### src/rtl/rhdu_pkg.sv
`timescale 1ns / 1ps
// ----------------------------------------------------------------------------
// rhdu_pkg
// Shared types, codes and helper functions of the response body deframer.
// ----------------------------------------------------------------------------
package rhdu_pkg;

    typedef enum logic [3:0] {
        PH_VERSION, PH_STAT_LEAD, PH_STAT_DIGITS, PH_HEADERS,
        PH_CHUNK_SIZE, PH_CHUNK_EXT, PH_CHUNK_DATA, PH_CHUNK_TRAIL,
        PH_LENGTH_BODY, PH_CLOSE_BODY, PH_DONE, PH_ERROR
    } t_phase;

    typedef enum logic [1:0] {
        KIND_BYTE  = 2'd0,
        KIND_DONE  = 2'd1,
        KIND_ERROR = 2'd2
    } t_kind;

    typedef struct packed {
        t_kind      kind;
        logic [7:0] body_byte;
        logic [9:0] http_status;
    } t_result;

    // One queue entry holds every result caused by one request.
    typedef struct packed {
        logic    two;
        t_result r0;
        t_result r1;
    } t_entry;

    localparam int MAX_W      = 40;
    localparam int WIN_LEN    = 18;
    localparam int QDEPTH     = 4;
    localparam logic [MAX_W-1:0] MAX_RESET = 40'd10485760;
    localparam logic [9:0] STATUS_MIN = 10'd100;
    localparam logic [9:0] STATUS_MAX = 10'd999;
    localparam logic [9:0] STATUS_SAT = 10'd1000;

    localparam logic [8*18-1:0] KW_ENC = "transfer-encoding:";
    localparam logic [8*15-1:0] KW_LEN = "content-length:";
    localparam logic [8*7-1:0]  KW_CHK = "chunked";
    localparam logic [8*7-1:0]  KW_VER = "HTTP/1.";

    localparam logic [7:0] CH_CR    = 8'd13;
    localparam logic [7:0] CH_LF    = 8'd10;
    localparam logic [7:0] CH_SPACE = 8'd32;
    localparam logic [7:0] CH_PLUS  = 8'd43;
    localparam logic [7:0] CH_ZERO  = 8'd48;
    localparam logic [7:0] CH_ONE   = 8'd49;
    localparam logic [7:0] CH_NINE  = 8'd57;

    function automatic logic [7:0] fold(input logic [7:0] c);
        fold = (c >= 8'd65 && c <= 8'd90) ? c + 8'd32 : c;
    endfunction

    function automatic logic is_ws(input logic [7:0] c);
        is_ws = (c == CH_SPACE) || (c >= 8'd9 && c <= 8'd13);
    endfunction

    function automatic logic is_dig(input logic [7:0] c);
        is_dig = (c >= CH_ZERO) && (c <= CH_NINE);
    endfunction

    // Returns a valid flag above the four value bits.
    function automatic logic [4:0] hex_val(input logic [7:0] c);
        logic [7:0] f;
        f = fold(c);
        if (is_dig(c)) begin
            hex_val = {1'b1, c[3:0]};
        end else if (f >= 8'd97 && f <= 8'd102) begin
            hex_val = {1'b1, 4'(f - 8'd87)};
        end else begin
            hex_val = 5'd0;
        end
    endfunction

endpackage

### src/rtl/rhdu_front.sv
`timescale 1ns / 1ps
// ----------------------------------------------------------------------------
// rhdu_front
// Parses one response byte per cycle in which a byte is taken and forms the results it causes.
// ----------------------------------------------------------------------------
module rhdu_front import rhdu_pkg::*; #(
    parameter int COUNT_WIDTH = 40
) (
    input  logic             i_clk,
    input  logic             i_rst_n,
    input  logic             i_cfg_we,
    input  logic [MAX_W-1:0] i_cfg_data,
    input  logic             i_take,
    input  logic [7:0]       i_data_byte,
    input  logic             i_closed,
    output logic             o_wr,
    output t_entry           o_entry
);

    localparam int VW = (COUNT_WIDTH > MAX_W) ? COUNT_WIDTH : MAX_W;
    localparam logic [COUNT_WIDTH-1:0] CMAX = {COUNT_WIDTH{1'b1}};

    logic [MAX_W-1:0]       r_max,  n_max;
    t_phase                 r_phase, n_phase;
    logic [7:0]             r_win [WIN_LEN];
    logic [7:0]             n_win [WIN_LEN];
    logic [3:0]             r_pos,  n_pos;
    logic [9:0]             r_stat, n_stat;
    logic [1:0]             r_tm,   n_tm;
    logic                   r_enc,  n_enc;
    logic                   r_lens, n_lens;
    logic                   r_chk,  n_chk;
    logic [2:0]             r_km,   n_km;
    logic [1:0]             r_lst,  n_lst;
    logic [COUNT_WIDTH-1:0] r_decl, n_decl;
    logic [COUNT_WIDTH-1:0] r_crem, n_crem;
    logic [COUNT_WIDTH-1:0] r_tot,  n_tot;

    logic [7:0]             b;
    logic                   enc_hit, len_hit;
    logic [COUNT_WIDTH+3:0] decl_x10;
    logic [4:0]             hx;
    logic [VW-1:0]          tot_v, max_v, crem_v, decl_v, inc_v;
    logic [COUNT_WIDTH-1:0] tot_inc, crem_dec;

    t_result res_err, res_done, res_byte;

    always_comb begin
        b = i_data_byte;
        for (int i = 0; i < WIN_LEN - 1; i++) begin
            n_win[i] = r_win[i+1];
        end
        n_win[WIN_LEN-1] = b;
        enc_hit = 1'b1;
        for (int i = 0; i < 18; i++) begin
            if (fold(n_win[i]) != KW_ENC[8*(17-i) +: 8]) enc_hit = 1'b0;
        end
        len_hit = 1'b1;
        for (int i = 0; i < 15; i++) begin
            if (fold(n_win[WIN_LEN-15+i]) != KW_LEN[8*(14-i) +: 8]) len_hit = 1'b0;
        end
        decl_x10 = ({4'd0, r_decl} << 3) + ({4'd0, r_decl} << 1)
                 + (COUNT_WIDTH+4)'(b - CH_ZERO);
        hx       = hex_val(b);
        tot_v    = VW'(r_tot);
        max_v    = VW'(r_max);
        crem_v   = VW'(r_crem);
        decl_v   = VW'(r_decl);
        tot_inc  = (r_tot == CMAX) ? CMAX : r_tot + 1'b1;
        inc_v    = VW'(tot_inc);
        crem_dec = (r_crem != '0) ? r_crem - 1'b1 : r_crem;
        res_err  = '{kind: KIND_ERROR, body_byte: 8'd0, http_status: 10'd0};
        res_done = '{kind: KIND_DONE,  body_byte: 8'd0, http_status: r_stat};
        res_byte = '{kind: KIND_BYTE,  body_byte: b,    http_status: 10'd0};
    end

    always_comb begin
        n_max   = i_cfg_we ? i_cfg_data : r_max;
        n_phase = r_phase;
        n_pos   = r_pos;
        n_stat  = r_stat;
        n_tm    = r_tm;
        n_enc   = r_enc;
        n_lens  = r_lens;
        n_chk   = r_chk;
        n_km    = r_km;
        n_lst   = r_lst;
        n_decl  = r_decl;
        n_crem  = r_crem;
        n_tot   = r_tot;
        o_wr    = 1'b0;
        o_entry = '{two: 1'b0, r0: res_err, r1: res_err};

        if (i_take && r_phase < PH_DONE) begin
            if (i_closed) begin
                o_wr = 1'b1;
                if (r_phase <= PH_HEADERS) begin
                    n_phase = PH_ERROR;
                end else begin
                    n_phase = PH_DONE;
                    o_entry.r0 = res_done;
                end
            end else if (r_phase <= PH_HEADERS) begin
                if (b == (r_tm[0] ? CH_LF : CH_CR) && r_tm == 2'd3) begin
                    // Blank line: decide how the body is framed.
                    if (r_stat < STATUS_MIN || r_stat > STATUS_MAX) begin
                        o_wr = 1'b1;
                        n_phase = PH_ERROR;
                    end else if (r_chk) begin
                        n_phase = PH_CHUNK_SIZE;
                        n_crem = '0;
                        n_tm = 2'd0;
                    end else if (r_lens) begin
                        if (r_lst == 2'd0 || r_lst == 2'd3) begin
                            o_wr = 1'b1;
                            n_phase = PH_ERROR;
                        end else if (r_decl == '0) begin
                            o_wr = 1'b1;
                            o_entry.r0 = res_done;
                            n_phase = PH_DONE;
                        end else begin
                            n_phase = PH_LENGTH_BODY;
                        end
                    end else begin
                        n_phase = PH_CLOSE_BODY;
                    end
                end else begin
                    if (b == (r_tm[0] ? CH_LF : CH_CR)) n_tm = r_tm + 2'd1;
                    else n_tm = (b == CH_CR) ? 2'd1 : 2'd0;

                    case (r_phase)
                        PH_VERSION: begin
                            if (r_pos < 4'd7) begin
                                if (b != KW_VER[8*(6-32'(r_pos[2:0])) +: 8]) begin
                                    n_stat = 10'd0;
                                    n_phase = PH_HEADERS;
                                end
                            end else if (r_pos == 4'd7) begin
                                if (b != CH_ZERO && b != CH_ONE) begin
                                    n_stat = 10'd0;
                                    n_phase = PH_HEADERS;
                                end
                            end else begin
                                n_phase = PH_STAT_LEAD;
                            end
                        end
                        PH_STAT_LEAD: begin
                            if (is_dig(b)) begin
                                n_stat = 10'(b - CH_ZERO);
                                n_phase = PH_STAT_DIGITS;
                            end else if (b == CH_PLUS) begin
                                n_stat = 10'd0;
                                n_phase = PH_STAT_DIGITS;
                            end else if (!is_ws(b)) begin
                                n_stat = 10'd0;
                                n_phase = PH_HEADERS;
                            end
                        end
                        PH_STAT_DIGITS: begin
                            if (is_dig(b)) begin
                                n_stat = (r_stat >= STATUS_MIN) ? STATUS_SAT
                                       : 10'((r_stat << 3) + (r_stat << 1))
                                         + 10'(b - CH_ZERO);
                            end else begin
                                n_phase = PH_HEADERS;
                            end
                        end
                        default: begin
                        end
                    endcase
                    if (r_pos != 4'hF) n_pos = r_pos + 4'd1;

                    if (r_enc) begin
                        if (r_km < 3'd7) begin
                            if (r_km == 3'd0 && b == CH_SPACE) begin
                                n_km = r_km;
                            end else if (fold(b) == KW_CHK[8*(6-32'(r_km)) +: 8]) begin
                                n_km = r_km + 3'd1;
                                if (r_km == 3'd6) n_chk = 1'b1;
                            end else begin
                                n_km = 3'd7;
                            end
                        end
                    end else if (enc_hit) begin
                        n_enc = 1'b1;
                        n_km = 3'd0;
                    end

                    if (r_lens) begin
                        if (r_lst == 2'd0) begin
                            if (is_dig(b)) begin
                                n_decl = COUNT_WIDTH'(b - CH_ZERO);
                                n_lst = 2'd1;
                            end else if (!is_ws(b)) begin
                                n_lst = 2'd3;
                            end
                        end else if (r_lst == 2'd1) begin
                            if (is_dig(b)) begin
                                n_decl = (decl_x10 > (COUNT_WIDTH+4)'(CMAX)) ? CMAX
                                       : decl_x10[COUNT_WIDTH-1:0];
                            end else begin
                                n_lst = 2'd2;
                            end
                        end
                    end else if (len_hit) begin
                        n_lens = 1'b1;
                        n_lst = 2'd0;
                    end
                end
            end else begin
                case (r_phase)
                    PH_CHUNK_SIZE: begin
                        if (hx[4]) begin
                            n_crem = (r_crem > (CMAX >> 4)) ? CMAX
                                   : {r_crem[COUNT_WIDTH-5:0], hx[3:0]};
                        end else begin
                            n_phase = PH_CHUNK_EXT;
                            n_tm = (b == CH_CR) ? 2'd1 : 2'd0;
                        end
                    end
                    PH_CHUNK_EXT: begin
                        if (b == CH_LF && r_tm == 2'd1) begin
                            if (r_crem == '0) begin
                                o_wr = 1'b1;
                                o_entry.r0 = res_done;
                                n_phase = PH_DONE;
                            end else if (tot_v > max_v || crem_v > max_v - tot_v) begin
                                o_wr = 1'b1;
                                n_phase = PH_ERROR;
                            end else begin
                                n_phase = PH_CHUNK_DATA;
                            end
                        end else begin
                            n_tm = (b == CH_CR) ? 2'd1 : 2'd0;
                        end
                    end
                    PH_CHUNK_DATA: begin
                        o_wr = 1'b1;
                        o_entry.r0 = res_byte;
                        n_tot = tot_inc;
                        n_crem = crem_dec;
                        if (crem_dec == '0) begin
                            n_phase = PH_CHUNK_TRAIL;
                            n_tm = 2'd0;
                        end
                    end
                    PH_CHUNK_TRAIL: begin
                        if (r_tm >= 2'd1) begin
                            n_phase = PH_CHUNK_SIZE;
                            n_crem = '0;
                            n_tm = 2'd0;
                        end else begin
                            n_tm = r_tm + 2'd1;
                        end
                    end
                    PH_LENGTH_BODY, PH_CLOSE_BODY: begin
                        o_wr = 1'b1;
                        if (tot_v >= max_v) begin
                            n_phase = PH_ERROR;
                        end else begin
                            o_entry.r0 = res_byte;
                            n_tot = tot_inc;
                            if (r_phase == PH_LENGTH_BODY && inc_v >= decl_v) begin
                                o_entry.two = 1'b1;
                                o_entry.r1 = res_done;
                                n_phase = PH_DONE;
                            end
                        end
                    end
                    default: begin
                    end
                endcase
            end
        end
    end

    always_ff @(posedge i_clk) begin
        if (!i_rst_n) begin
            r_max   <= MAX_RESET;
            r_phase <= PH_VERSION;
            for (int i = 0; i < WIN_LEN; i++) r_win[i] <= 8'd0;
            r_pos   <= 4'd0;
            r_stat  <= 10'd0;
            r_tm    <= 2'd0;
            r_enc   <= 1'b0;
            r_lens  <= 1'b0;
            r_chk   <= 1'b0;
            r_km    <= 3'd0;
            r_lst   <= 2'd0;
            r_decl  <= '0;
            r_crem  <= '0;
            r_tot   <= '0;
        end else begin
            r_max   <= n_max;
            r_phase <= n_phase;
            if (i_take && !i_closed && r_phase <= PH_HEADERS) begin
                for (int i = 0; i < WIN_LEN; i++) r_win[i] <= n_win[i];
            end
            r_pos   <= n_pos;
            r_stat  <= n_stat;
            r_tm    <= n_tm;
            r_enc   <= n_enc;
            r_lens  <= n_lens;
            r_chk   <= n_chk;
            r_km    <= n_km;
            r_lst   <= n_lst;
            r_decl  <= n_decl;
            r_crem  <= n_crem;
            r_tot   <= n_tot;
        end
    end

endmodule

### src/rtl/rhdu_queue.sv
`timescale 1ns / 1ps
// ----------------------------------------------------------------------------
// rhdu_queue
// Short register queue of result entries between the parser and the output.
// ----------------------------------------------------------------------------
module rhdu_queue import rhdu_pkg::*; (
    input  logic   i_clk,
    input  logic   i_rst_n,
    input  logic   i_wr,
    input  t_entry i_entry,
    input  logic   i_rd,
    output t_entry o_head,
    output logic   o_full,
    output logic   o_empty
);

    localparam int AW = $clog2(QDEPTH);

    t_entry        r_mem [QDEPTH];
    logic [AW-1:0] r_wp, n_wp;
    logic [AW-1:0] r_rp, n_rp;
    logic [AW:0]   r_cnt, n_cnt;

    always_comb begin
        o_full  = (r_cnt == (AW+1)'(QDEPTH));
        o_empty = (r_cnt == '0);
        o_head  = r_mem[r_rp];
        n_wp    = i_wr ? r_wp + 1'b1 : r_wp;
        n_rp    = i_rd ? r_rp + 1'b1 : r_rp;
        n_cnt   = r_cnt + (AW+1)'(i_wr) - (AW+1)'(i_rd);
    end

    always_ff @(posedge i_clk) begin
        if (i_wr) r_mem[r_wp] <= i_entry;
    end

    always_ff @(posedge i_clk) begin
        if (!i_rst_n) begin
            r_wp  <= '0;
            r_rp  <= '0;
            r_cnt <= '0;
        end else begin
            r_wp  <= n_wp;
            r_rp  <= n_rp;
            r_cnt <= n_cnt;
        end
    end

`ifndef SYNTHESIS
    a_no_overflow: assert property (@(posedge i_clk) disable iff (!i_rst_n)
        i_wr |-> !o_full) else $error("queue written while full");
    a_no_underflow: assert property (@(posedge i_clk) disable iff (!i_rst_n)
        i_rd |-> !o_empty) else $error("queue read while empty");
    a_count_range: assert property (@(posedge i_clk) disable iff (!i_rst_n)
        r_cnt <= (AW+1)'(QDEPTH)) else $error("queue count out of range");
`endif

endmodule

### src/rtl/rhdu_back.sv
`timescale 1ns / 1ps
// ----------------------------------------------------------------------------
// rhdu_back
// Splits each queue entry into its one or two results and hands them out.
// ----------------------------------------------------------------------------
module rhdu_back import rhdu_pkg::*; (
    input  logic       i_clk,
    input  logic       i_rst_n,
    input  t_entry     i_head,
    input  logic       i_q_empty,
    input  logic       i_pop,
    output logic       o_q_rd,
    output logic       o_empty,
    output logic [1:0] o_kind,
    output logic [7:0] o_body_byte,
    output logic [9:0] o_http_status,
    output logic       o_last
);

    logic    r_sel, n_sel;
    t_result cur;

    always_comb begin
        cur           = r_sel ? i_head.r1 : i_head.r0;
        o_empty       = i_q_empty;
        o_kind        = cur.kind;
        o_body_byte   = cur.body_byte;
        o_http_status = cur.http_status;
        o_last        = r_sel || !i_head.two;
        o_q_rd        = i_pop && !i_q_empty && o_last;
        n_sel         = r_sel;
        if (i_pop && !i_q_empty) n_sel = !o_last;
    end

    always_ff @(posedge i_clk) begin
        if (!i_rst_n) begin
            r_sel <= 1'b0;
        end else begin
            r_sel <= n_sel;
        end
    end

endmodule

### src/rtl/http_response_body_deframer_unit.sv
`timescale 1ns / 1ps
// ----------------------------------------------------------------------------
// http_response_body_deframer_unit
// HTTP/1.x response deframer with chunked transfer decoding.
// ----------------------------------------------------------------------------
// Input queue side: a request carries one response byte or a closed mark and
// is taken when push is high and full is low. One request is taken every
// cycle while the internal result queue has room.
// Result queue side: while empty is low the oldest result is on the o_ ports;
// pop takes it. A taken request's results are registered in the queue first.
// Most requests give zero or one result; the final byte of a declared length
// gives two (the byte, then completion), which take two pops.
// The parser handles one byte per cycle; the four-entry queue between it and
// the output lets the receiver stall without blocking the sender until the
// queue fills, and then full holds the sender.
// Reset clears the parser, the queue and sets the body limit to 10 MiB.
// i_cfg_we writes the body limit when high; use only while idle, not checked.
// After completion or error all requests are taken and dropped until reset.
// ----------------------------------------------------------------------------
module http_response_body_deframer_unit import rhdu_pkg::*; #(
    parameter int COUNT_WIDTH = 40
) (
    input  logic             i_clk,
    input  logic             i_rst_n,
    input  logic             i_cfg_we,
    input  logic [MAX_W-1:0] i_cfg_data,
    input  logic             push,
    output logic             full,
    input  logic [7:0]       i_data_byte,
    input  logic             i_closed,
    output logic             empty,
    input  logic             pop,
    output logic [1:0]       o_kind,
    output logic [7:0]       o_body_byte,
    output logic [9:0]       o_http_status,
    output logic             o_last
);

    logic   take, wr, q_rd, q_empty;
    t_entry entry, head;

    assign take = push && !full;

    rhdu_front #(.COUNT_WIDTH(COUNT_WIDTH)) u_front (
        .i_clk, .i_rst_n, .i_cfg_we, .i_cfg_data,
        .i_take(take), .i_data_byte, .i_closed,
        .o_wr(wr), .o_entry(entry)
    );

    rhdu_queue u_queue (
        .i_clk, .i_rst_n, .i_wr(wr), .i_entry(entry), .i_rd(q_rd),
        .o_head(head), .o_full(full), .o_empty(q_empty)
    );

    rhdu_back u_back (
        .i_clk, .i_rst_n, .i_head(head), .i_q_empty(q_empty), .i_pop(pop),
        .o_q_rd(q_rd), .o_empty(empty), .o_kind, .o_body_byte,
        .o_http_status, .o_last
    );

endmodule

### config.mk
export PLATFORM = sky130hd
export DESIGN_NAME = http_response_body_deframer_unit
export DESIGN_NICKNAME = d
export VERILOG_FILES = /design/src/rtl/rhdu_pkg.sv /design/src/rtl/rhdu_front.sv /design/src/rtl/rhdu_queue.sv /design/src/rtl/rhdu_back.sv /design/src/rtl/http_response_body_deframer_unit.sv
export SDC_FILE = /design/constraint.sdc
export NUM_CORES = 1
export LEC_CHECK = 0
export ABC_AREA = 1
export BUFFER_PORTS_ARGS = -buffer_cell sky130_fd_sc_hd__buf_2
export CAP_MARGIN = 30
export CORE_MARGIN = 2
export CORE_UTILIZATION = 60
export DETAILED_ROUTE_END_ITERATION = 12
export PLACE_DENSITY_LB_ADDON = 0.12
export SLEW_MARGIN = 30
export SYNTH_ARGS = -nofsm -noshare
export SYNTH_HDL_FRONTEND = slang
export SYNTH_SLANG_ARGS = --single-unit
### constraint.sdc
create_clock -name i_clk -period 19 [get_ports i_clk]
set_clock_uncertainty 0.1 [all_clocks]
set_input_delay 3.8 -clock i_clk [delete_from_list [all_inputs] [get_ports i_clk]]
set_output_delay 3.8 -clock i_clk [all_outputs]
set_load 0.02 [all_outputs]
==> Word-level counts from Yosys, hierarchy flattened <==
Memory sizes are Yosys's and may differ from the RTL's. A register that Yosys moved wholly into a read port is not among the register bits.
Cells that the tools add are included.
{ "op_classes": {"add_sub_neg": 38, "mul": 0, "n_div": 0, "order_cmp": 56, "eq_ne": 89, "n_shift": 2, "mux": 197, "n_bitwise": 22, "n_reduce_logical": 71} }
{ "ops": {"columns": ["op", "count"], "rows": [
  ["40-bit 2-to-1 mux", 15],
  ["20-bit 2-to-1 mux", 16],
  ["8-bit 2-to-1 mux", 36],
  ["8-bit by 7-bit inequality test with 1-bit output (second input constant)", 29],
  ["8-bit by 7-bit greater-or-equal comparator with 1-bit output (second input constant)", 19],
  ["8-bit by 7-bit less-or-equal comparator with 1-bit output (second input constant)", 19],
  ["8-bit by 6-bit adder with 8-bit output (second input constant)", 18],
  ["40-bit logical NOT", 3],
  ["40-bit one-hot mux with 3 select lines", 1],
  ["56-bit by 33-bit variable part select with 8-bit output (first input constant)", 2],
  ["4-bit 2-to-1 mux", 23],
  ["10-bit 2-to-1 mux", 9],
  ["41-bit 2-to-1 mux", 2],
  ["40-bit greater-or-equal comparator", 2],
  ["40-bit > comparator", 2],
  ["40-bit one-hot mux with 2 select lines", 1],
  ["1-bit 2-to-1 mux", 61],
  ["20-bit one-hot mux with 3 select lines", 1],
  ["43-bit by 41-bit adder with 44-bit output", 1],
  ["44-bit adder", 1],
  ["44-bit by 40-bit > comparator with 1-bit output (second input constant)", 1],
  ["40-bit by 1-bit adder with 40-bit output (second input constant)", 1],
  ["40-bit equality test (second input constant)", 1],
  ["40-bit by 36-bit > comparator with 1-bit output (second input constant)", 1],
  ["78 further kinds", 210]
]} }
{ "word_totals": {"ff_bits": 196, "latchBits": 0, "mem_bits_rw": 308, "rom_bits": 0, "input_bits": 54, "output_inout_bits": 23, "wordCells": 494, "n_memories": 2} }
{ "memory_table": {"columns": ["memory", "words", "word_bits", "rd", "rd_ports_with_merged_regs", "write_ports", "line_no", "text"], "rows": [
  ["u_queue.r_mem", 4, 41, 1, 1, 1, "rhdu_queue.sv:19", "t_entry r_mem [QDEPTH];"],
  ["u_front.r_win", 18, 8, 17, 0, 18, "rhdu_front.sv:25", "logic [7:0] r_win [WIN_LEN];"]
]} }

==> Depth between registers and ports, before layout <==
Gate-level depths: netlist of the first run.
An unclocked memory read counts as a cell.
{ "depth": {"word_depth": 25, "ltp_mapped": 34, "ltp_nobuf": 34} }

==> Cells and area by module <==
Synthesis of the first run repeated with hierarchy kept, for this count alone.
{ "unflattened": {"cells_unflattened": 4491, "hier_area_um2": 33990.1} }
{ "by_module_without_submodules": {"columns": ["mod", "instances", "cells_each", "area_per_inst_um2", "seq_area_each_um2"], "rows": [
  ["rhdu_front", 1, 3879, 26730.6, 7847.5],
  ["rhdu_queue", 1, 534, 6921.6, 5104.9],
  ["rhdu_back", 1, 76, 327.8, 20.0],
  ["http_response_body_deframer_unit", 1, 2, 10.0, 0.0]
]} }

==> Worst setup path after synthesis of the first run <==
OpenSTA, ideal clock, no wires.
{ "synth_path": {"path_type": "input to register", "startpoint": "in i_data_byte[4]", "endpoint": "reg u_front.r_decl[18], in the netlist u_front.decl_v[18]", "setup_time_ps": 117, "t_arrival_ps": 10345, "required_time_ps": 18783, "slack_ps": 8438, "cell_stages": 19, "path_buffers": 1, "path_cell_list": "ha_1 > nor3_1 > fa_1 > ha_1 > a21o_1 > a21oi_1 > a21boi_0 > o21ai_0 > nand2_1 > nand3_1 > xor2_1 > nand2_1 > inv_1 > nand2_1 > nand2_1 > nand2_2 > buf_4 > nor2_1 > nor2_1"} }
{ "synth_between": {"elab_chain_cells": 7} }
{ "synth_lines": {"columns": ["item", "line_no", "text"], "rows": [
  ["start, declared", "http_response_body_deframer_unit.sv:29", "input logic [7:0] i_data_byte,"],
  ["8-bit by 6-bit subtractor with 9-bit output", "rhdu_front.sv:63, rhdu_front.sv:192", null],
  ["44-bit adder", "rhdu_front.sv:63", "+ (COUNT_WIDTH+4)'(b - CH_ZERO);"],
  ["44-bit by 40-bit > comparator with 1-bit output", "rhdu_front.sv:199", "n_decl = (decl_x10 > (COUNT_WIDTH+4)'(CMAX)) ? CMAX"],
  ["40-bit 2-to-1 mux", "rhdu_front.sv:199", null],
  ["40-bit 2-to-1 mux", "rhdu_front.sv:198", "if (is_dig(b)) begin"],
  ["40-bit 2-to-1 mux", "rhdu_front.sv:197", "end else if (r_lst == 2'd1) begin"],
  ["40-bit 2-to-1 mux", "rhdu_front.sv:190", "if (r_lst == 2'd0) begin"],
  ["end signal, assigned", "rhdu_front.sv:307", "r_decl <= n_decl;"],
  ["end, declared", "rhdu_front.sv:35", "logic [COUNT_WIDTH-1:0] r_decl, n_decl;"]
]} }
Parallel ways exist; a longest one is shown, timed or not. The select of a mux whose other input is x is not followed.
A chain may end at the register's enable or synchronous reset.

==> Worst setup path in the final report of the first run <==
{ "layout_path": {"startpoint": "in i_data_byte[4]", "endpoint": "reg u_front.r_decl[33], in the netlist u_front.decl_v[33]"} }
The elaborated chain is that of the path after synthesis.

==> results of run 1 <==
worst min-delay path, stage by stage, from the launching register on:
cell and delay [ns]:
sky130_fd_sc_hd__dfxtp_1 0.29, sky130_fd_sc_hd__inv_1 0.06, sky130_fd_sc_hd__a21oi_1 0.06
sequential cells by signal (all words and copies together), names as in the netlist, 10 cells and up, named ones only:
register / flops
u_front.decl_v: 40
u_front.r_tot: 40
u_queue.r_mem: 128
u_front.crem_v: 40
u_front.max_v: 40
u_front.r_stat: 10
u_front.r_win: 136
Yosys cell counts (all sizes together), types with 76 or more instances:
cell type | instances | area, µm²
o21ai | 381 | 1920
nand2 | 604 | 2320
nand3 | 221 | 1180
nand4 | 81 | 513
dfxtp | 198 | 3960
a21oi | 283 | 1440
ha | 221 | 2770
inv | 583 | 2190
nor2 | 810 | 3180
clkbuf | 76 | 287
edfxtp | 264 | 7930
nor3 | 78 | 429
metal layers:
| layer | GRT usage | wire length (µm) | vias to the layer above | part of all wire |
|---|---|---|---|---|
| met3 | 0.0391 | 6220 | 158 | 0.068 |
| met1 | 0.436 | 39500 | 13700 | 0.43 |
| met2 | 0.539 | 42800 | 1070 | 0.47 |
| met4 | 0.113 | 3030 | 0 | 0.033 |
| met5 | 0 | 0 | - | 0 |
| li1 | - | - | 14500 | - |
cell type report:
| type | count | share of cell area |
|---|---|---|
| clock buffer | 61 | 0.0378 |
| clock inverter | 31 | 0.00804 |
| inverter | 588 | 0.0631 |
| multi-input combinational | 3117 | 0.508 |
| sequential | 462 | 0.340 |
| tap | 696 | 0.0249 |
| timing repair buffer | 100 | 0.0188 |
metrics by stage:
step,hold WS (ns),setup slack [ns]
2_1_floorplan,0.335,8.44
3_3_place_gp,0.351,10.98
3_5_place_dp,0.357,10.96
4_1_cts,0.365,11.58
5_1_grt,0.399,11.18
6_report,0.363,11.44
path summary, 6_finish.rpt:
path | endpoint | start | slack [ns]
worst max-delay path | u_front.decl_v[33] | i_data_byte[4] | 11.44
worst min-delay path | u_front.max_v[0] | u_front.max_v[0] | 0.36
worst max register to register | u_queue.r_cnt[2] | u_front.r_tot[0] | 12.64
worst min register to register | u_front.max_v[0] | u_front.max_v[0] | 0.36
kinds of logic after synthesis:
logic type,synth area share
and+or+nand+nor,0.250
AOI/OAI and AO/OA,0.160
buffers and inverters,0.0847
DFF,0.368
adders and majority gates,0.115
xor gates and xnor gates,0.0233
power by group:
part,leakage [µW],internal (µW),switching [µW]
registers,0.00423,1160,77.9
clock network,0.000774,540,420
logic,0.0103,428,965
==> qor_table.md, run 1 <==
| Group | Parameter | Value |
|---|---|---|
| sta | Final setup violating endpoints | 0 |
| routing | Starting DRT DRC Count | 2633 |
| critical path | Bufs and invs on worst path | 3 |
| yosys | Number of register bits inferred by synthesis | 462 |
| critical path | Setup CP Type | input pin to register |
| sta | Worst-Margin Slew | 0.914 ns |
| power | Leakage component of the power | 0.0153 µW |
| sta | Maximum operating frequency | 0.132 GHz |
| floorplanning | Overall die area | 55800 µm² |
| yosys | Total nets after synthesis | 4610 |
| yosys | Primary flip-flop cell chosen by synthesis mapping | sky130_fd_sc_hd__edfxtp_1 |
| cts | Quantity of hold-fixing buffers added after cts | 0 |
| final layout | Share of the core filled with cells | 0.653 |
| cts | Number of buffers inserted during clock tree synthesis | 50 |
| yosys | Number of synthesis warnings | 0 |
| routing | DRC viols | 0 |
| power | Power Total | 3600 µW |
| yosys | Synthesized area divided by synthesized cell count | 7.55 µm² |
| cts | Root buf cell | sky130_fd_sc_hd__clkbuf_16 |
| global route | Number of global-route vias before repair | 27600 |
| routing | Detail Route Antenna Nets | 0 |
| sta | Number of pins exceeding their max-slew limit in the final report | 0 |
| place | HPWL after detailed placement | 69.5 mm |
| cts | Post-CTS setup buffer count | 0 |
| routing | Total number of vias | 29400 |
| floorplanning | Initial standard-cell utilization of the core | 0.603 |
| cts | Worst skew pair latency | 0.62 ns |
| critical path | CP required | 19.41 ns |
| sta | Number of hold violations in the final report | 0 |
| final layout | Final antenna diode count | 0 |
| power | Power density over the cells | 103 nW/µm² |
| global route | Antenna violations before repair | 0 |
| critical path | Critical Path Max Stage Delay | 0.51 ns |
| hold path | Worst hold stages | 2 |
| cts | Number of levels in the clock H-tree | 2 |
| cts | CTS tree | done |
| critical path | Cell type group with the largest total delay on the critical path | compound AO/OA/AOI/OAI gates |
| cts | Clock sink total | 462 |
| floorplanning | Ports | 77 |
| yosys | Share of async-settable or async-resettable flops after synthesis | 0 |
| final layout | Most common library cell in the layout ignoring fill and taps | sky130_fd_sc_hd__nor2_1 |
| routing | First-pass iteration count of the detailed router | 5 |
| critical path | Critical path depth | 16 |
| critical path | Crit Path Max Fanout | 11 |
| place | Placed cells | 4962 |
| sta | Max-slew headroom | 0.389 |
| final layout | Nets | 4642 |
| critical path | R2R cell count | 31 |
| global route | GR Util All Layers | 0.323 |
| final layout | Filler-free cell count of the finished design | 5055 |
| power | Maximum ir drop on the vdd rail | 0.0830 mV |
| global route | Global-route congestion overflow total | 0 |
| global route | Largest net degree at the start of global routing | 113 |
| floorplanning | Core Footprint | 53600 µm² |
| floorplanning | Number of placement rows | 85 |
| hold path | Path category of the worst min-delay check | register to register |
| critical path | Cell chain of the critical path | buf_2 -> ha_1 -> xor2_1 -> fa_1 -> inv_1 -> ha_1 -> inv_1 -> o21ai_0 -> a21oi_2 -> o21ai_1 -> a21boi_0 -> o21ai_0 -> nand3_1 -> nand3b_1 -> nand3_1 -> a31oi_1 |
| yosys | Post-synth design cell area | 32300 µm² |
| routing | Total Routed Length | 91.6 mm |
| yosys | Register area share after synthesis | 0.368 |
| floorplanning | Width of the chip | 236 µm |
| final layout | Fraction of final layout cells sized beyond drive strength 1 | 0.0670 |
| sta | Min Tclk post-route | 7.56 ns |
| place | IO buf count | 76 |
| sta | Crit share post-route | 0.398 |
| critical path | Critical path capture point type | register |
| final layout | Fill cell count | 4816 |
| status | Result of the run | finished clean |
| place | Final weighted congestion in routability-driven placement | 0.982 |
| yosys | Post-Syn Instances | 4287 |
| place | Total placed instance area | 33400 µm² |
| final layout | Post-Layout Inst Area | 35000 µm² |
| final layout | Leading cell types in the layout, fill and taps excluded | 781 x sky130_fd_sc_hd__nor2_1, 587 x sky130_fd_sc_hd__nand2_1, 568 x sky130_fd_sc_hd__inv_1, 363 x sky130_fd_sc_hd__o21ai_0, 278 x sky130_fd_sc_hd__a21oi_1 |
| final layout | Area growth syn-to-layout | 8.25% |
| critical path | Cell type of the slowest stage on the worst timing path | sky130_fd_sc_hd__fa_1 |
| routing | Wire length per cell after detailed routing | 18.1 µm |
| critical path | Kind of start point of the critical path | input pin |
| final layout | Multi-input gate area in the final layout | 17800 µm² |
| sta | Aggregate negative setup slack | 0 ns |
| cts | Post-CTS Resized | 0 |
| cts | Maximum number of buffers from clock root to sink | 3 |
| final layout | Area taken by flip-flops and latches | 11900 µm² |
| yosys | Number of enable-type register cells in the synthesized netlist | 264 |
| yosys | Unique cell type count in the Yosys netlist | 64 |
| global route | Wire length of the first global-routing pass | 145 mm |
| cts | Worst-path clk slew | 0.06 ns |
| sta | Unrepaired setup endpoints after global routing | false |
| critical path | Arrival time worst endpoint | 7.97 ns |
| routing | Detailed-route vias per instance | 5.83 |
| run | Max-cap violations | 0 |
| floorplanning | Die height | 236 µm |
No activity file was read; power rests on OpenSTA's default activity.
==> run 2: changes to the inputs <==
CORE_UTILIZATION = 58   (was 60)
clock period = 6.19 ns   (was 19 ns; I/O delays follow)
==> qor_table.md, run 2 (synthesis gave the netlist of run 1 again) <==
| Group | Parameter | Value | Change |
|---|---|---|---|
| status | Result of the run | finished clean |  |
| run | Max-cap violations | 0 | unchanged |
| cts | Number of buffers inserted during clock tree synthesis | 49 | -2.0% |
| global route | Largest net degree at the start of global routing | 137 | +21% |
| routing | DRC viols | 0 | unchanged |
| place | HPWL after detailed placement | 69.5 mm | about the same |
| hold path | Endpoint of the worst hold-timing path | u_front.max_v[0] |  |
| power | Net switching power | 4500 µW | +210% |
| sta | Maximum operating frequency | 0.182 GHz |  |
| cts | Worst skew pair latency | 0.60 ns | -0.02 ns |
| routing | Starting DRT DRC Count | 2846 | +8.1% |
| critical path | Arrival time worst endpoint | 5.63 ns | -2.34 ns |
| floorplanning | Width of the chip | 240 µm | +1.7% |
| power | Switching power as a share of total power | 0.403 | -0.00349 |
| floorplanning | Core Footprint | 55100 µm² | +2.8% |
| sta | Crit share post-route | 0.889 |  |
| routing | Detail Route Antenna Nets | 0 | unchanged |
| cts | Worst-path clk slew | 0.06 ns | about the same |
| cts | Clock sink total | 462 | unchanged |
| critical path | R2R cell count | 28 | -9.7% |
| power | Proportion of power drawn by combinational gates | 0.385 | -0.003 |
| global route | Antenna violations before repair | 5 | +5 |
| final layout | Post-Layout Inst Area | 35200 µm² | +0.45% |
| hold path | Worst hold stages | 2 | unchanged |
| sta | Aggregate negative setup slack | 0 ns | unchanged |
| global route | Number of global-route vias before repair | 27600 | +0.11% |
| cts | Post-CTS setup buffer count | 0 | unchanged |
| floorplanning | Ports | 77 | unchanged |
| power | Leakage component of the power | 0.0154 µW | +0.36% |
| critical path | Kind of start point of the critical path | register |  |
| sta | Worst-Margin Slew | 0.955 ns | +0.0410 ns |
| sta | Final setup violating endpoints | 0 | unchanged |
| global route | Global-route congestion overflow total | 0 | unchanged |
| sta | Number of pins exceeding their max-slew limit in the final report | 0 | unchanged |
| global route | GR Util All Layers | 0.316 | -0.00695 |
| routing | Detailed-route vias per instance | 5.79 | -0.69% |
| routing | Wire length per cell after detailed routing | 18.0 µm | -0.68% |
| final layout | Fraction of final layout cells sized beyond drive strength 1 | 0.0694 | +0.00246 |
| final layout | Area growth syn-to-layout | 8.74% |  |
| sta | Min Tclk post-route | 5.50 ns |  |
| final layout | Register with the most flip-flops | u_front.r_win |  |
| routing | Total Routed Length | 92.0 mm | +0.49% |
| critical path | Crit Path Max Fanout | 32 | +21 |
| place | Final weighted congestion in routability-driven placement | 1.01 | +2.9% |
| floorplanning | Die height | 240 µm | +1.7% |
| critical path | Critical path capture point type | register |  |
| critical path | Cell type of the slowest stage on the worst timing path | sky130_fd_sc_hd__fa_1 |  |
| final layout | Leading cell types in the layout, fill and taps excluded | 781 x sky130_fd_sc_hd__nor2_1, 588 x sky130_fd_sc_hd__nand2_1, 568 x sky130_fd_sc_hd__inv_1, 363 x sky130_fd_sc_hd__o21ai_0, 278 x sky130_fd_sc_hd__a21oi_1 |  |
| power | Power Internal | 6660 µW | +210% |
| cts | Number of levels in the clock H-tree | 2 | unchanged |
| floorplanning | Initial standard-cell utilization of the core | 0.587 | -0.0163 |
| final layout | Number of flip-flops in the largest register | 136 | unchanged |
| global route | Wire length of the first global-routing pass | 145 mm | -0.37% |
| critical path | CP required | 6.32 ns | -13.09 ns |
| power | Maximum ir drop on the vdd rail | 0.214 mV | +160% |
| final layout | Nets | 4646 | +0.086% |
| critical path | Setup CP Type | register to register |  |
| critical path | R2r startpoint | u_front.r_tot[0] |  |
| critical path | Worst reg2reg endpoint | u_queue.r_mem[0][38] |  |
| cts | Root buf cell | sky130_fd_sc_hd__clkbuf_16 |  |
| place | IO buf count | 76 | unchanged |
| final layout | Most common library cell in the layout ignoring fill and taps | sky130_fd_sc_hd__nor2_1 |  |
| power | Clock power share | 0.273 | +0.006 |
| power | Register share of total power | 0.342 | -0.003 |
| critical path | Worst reg2reg setup slack | 0.69 ns | -11.95 ns |
| routing | First-pass iteration count of the detailed router | 6 | +1 |
| routing | Total number of vias | 29600 | +0.49% |
| critical path | Library cell appearing most often on the critical path | sky130_fd_sc_hd__nand2_1 |  |
| hold path | Path category of the worst min-delay check | register to register |  |
| cts | Quantity of hold-fixing buffers added after cts | 0 | unchanged |
| floorplanning | Overall die area | 57700 µm² | +3.4% |
| place | Total placed instance area | 33500 µm² | +0.30% |
| critical path | Critical Path Max Stage Delay | 0.47 ns | -0.04 ns |
| sta | Unrepaired setup endpoints after global routing | false |  |
| sta | Max-slew headroom | 0.363 | -0.0254 |
| sta | Number of hold violations in the final report | 0 | unchanged |
| final layout | Top Registers | u_front.r_win x136, u_queue.r_mem x128 |  |
| cts | CTS tree | done |  |
| hold path | Worst Min Path Start | u_front.max_v[0] |  |
| floorplanning | Number of placement rows | 86 | +1.2% |
| cts | Maximum number of buffers from clock root to sink | 3 | unchanged |
| power | Power density over the cells | 317 nW/µm² | +210% |
-- run 2: final cells by class --
cell class / count / area [µm²]
Sequential cell: 462 / 11900
Clock buffer: 63 / 1330
Tap cell: 748 / 936
Clock inverter: 28 / 333
Multi-Input combinational cell: 3117 / 17800
Inverter: 588 / 2210
Fill cell: 5142 / 19900
Antenna cell: 4 / 10.0
Timing Repair Buffer: 105 / 676
-- run 2: how the worst max path moves through the flow --
stage,from,end,cells past startpoint
6_report,u_front.r_tot[0],u_queue.r_mem[0][38],28
5_1_grt,u_front.max_v[0],u_queue.r_cnt[2],32
4_1_cts,u_front.r_tot[0],u_queue.r_mem[0][38],28
3_5_place_dp,u_front.r_tot[0],u_queue.r_mem[0][36],28
3_3_place_gp,u_front.max_v[0],u_queue.r_mem[0][36],29
2_1_floorplan,u_front.max_v[0],u_queue.r_mem[0][0],27
-- run 2: through the flow --
stage | hold WS [ns] | total power (µW) | instances | setup slack, ns | utilization
6_report | 0.371 | 11200 | 5115 | 0.688 | 0.638
5_1_grt | 0.394 | 11800 | 5113 | 0.194 | 0.638
4_1_cts | 0.367 | 11100 | 5111 | 0.592 | 0.638
3_5_place_dp | 0.361 | 8060 | 5020 | 0.630 | 0.608
3_3_place_gp | 0.354 | 8020 | 5019 | 0.717 | 0.608
2_1_floorplan | 0.335 | 6930 | 4287 | 0.450 | -
-- run 2: timing repair --
item | 4_1_cts | 5_1_grt
gates resized for setup | 0 | 1
setup endpoints to repair | 0 | 1
hold endpoints to repair | 0 | 0
-- run 2: metal layers --
metal,GRT usage,part of all wire,up-vias,wire (µm)
li1,-,-,14600,-
met1,0.427,0.44,13800,40200
met2,0.514,0.45,1097,41600
met3,0.0475,0.073,170,6720
met4,0.120,0.038,2,3460
met5,0,0.00014,-,13
-- run 2: critical path: cells and delay by family (launching register included) --
| family | cells | cell delay (ns) |
|---|---|---|
| adders and majority gates | 3 | 1.02 |
| and+or+nand+nor | 13 | 1.46 |
| buffers and inverters | 3 | 0.68 |
| xor gates and xnor gates | 1 | 0.17 |
| AOI/OAI and AO/OA | 8 | 1.34 |
| DFF | 1 | 0.35 |
-- run 2: power groups by stage --
stage	Clock [µW]	Sequential [µW]	Combinational, µW
2_1_floorplan	0	3790	3140
3_3_place_gp	0	3870	4150
3_5_place_dp	0	3870	4190
4_1_cts	3090	3810	4220
5_1_grt	3200	3850	4800
6_report	3050	3820	4300
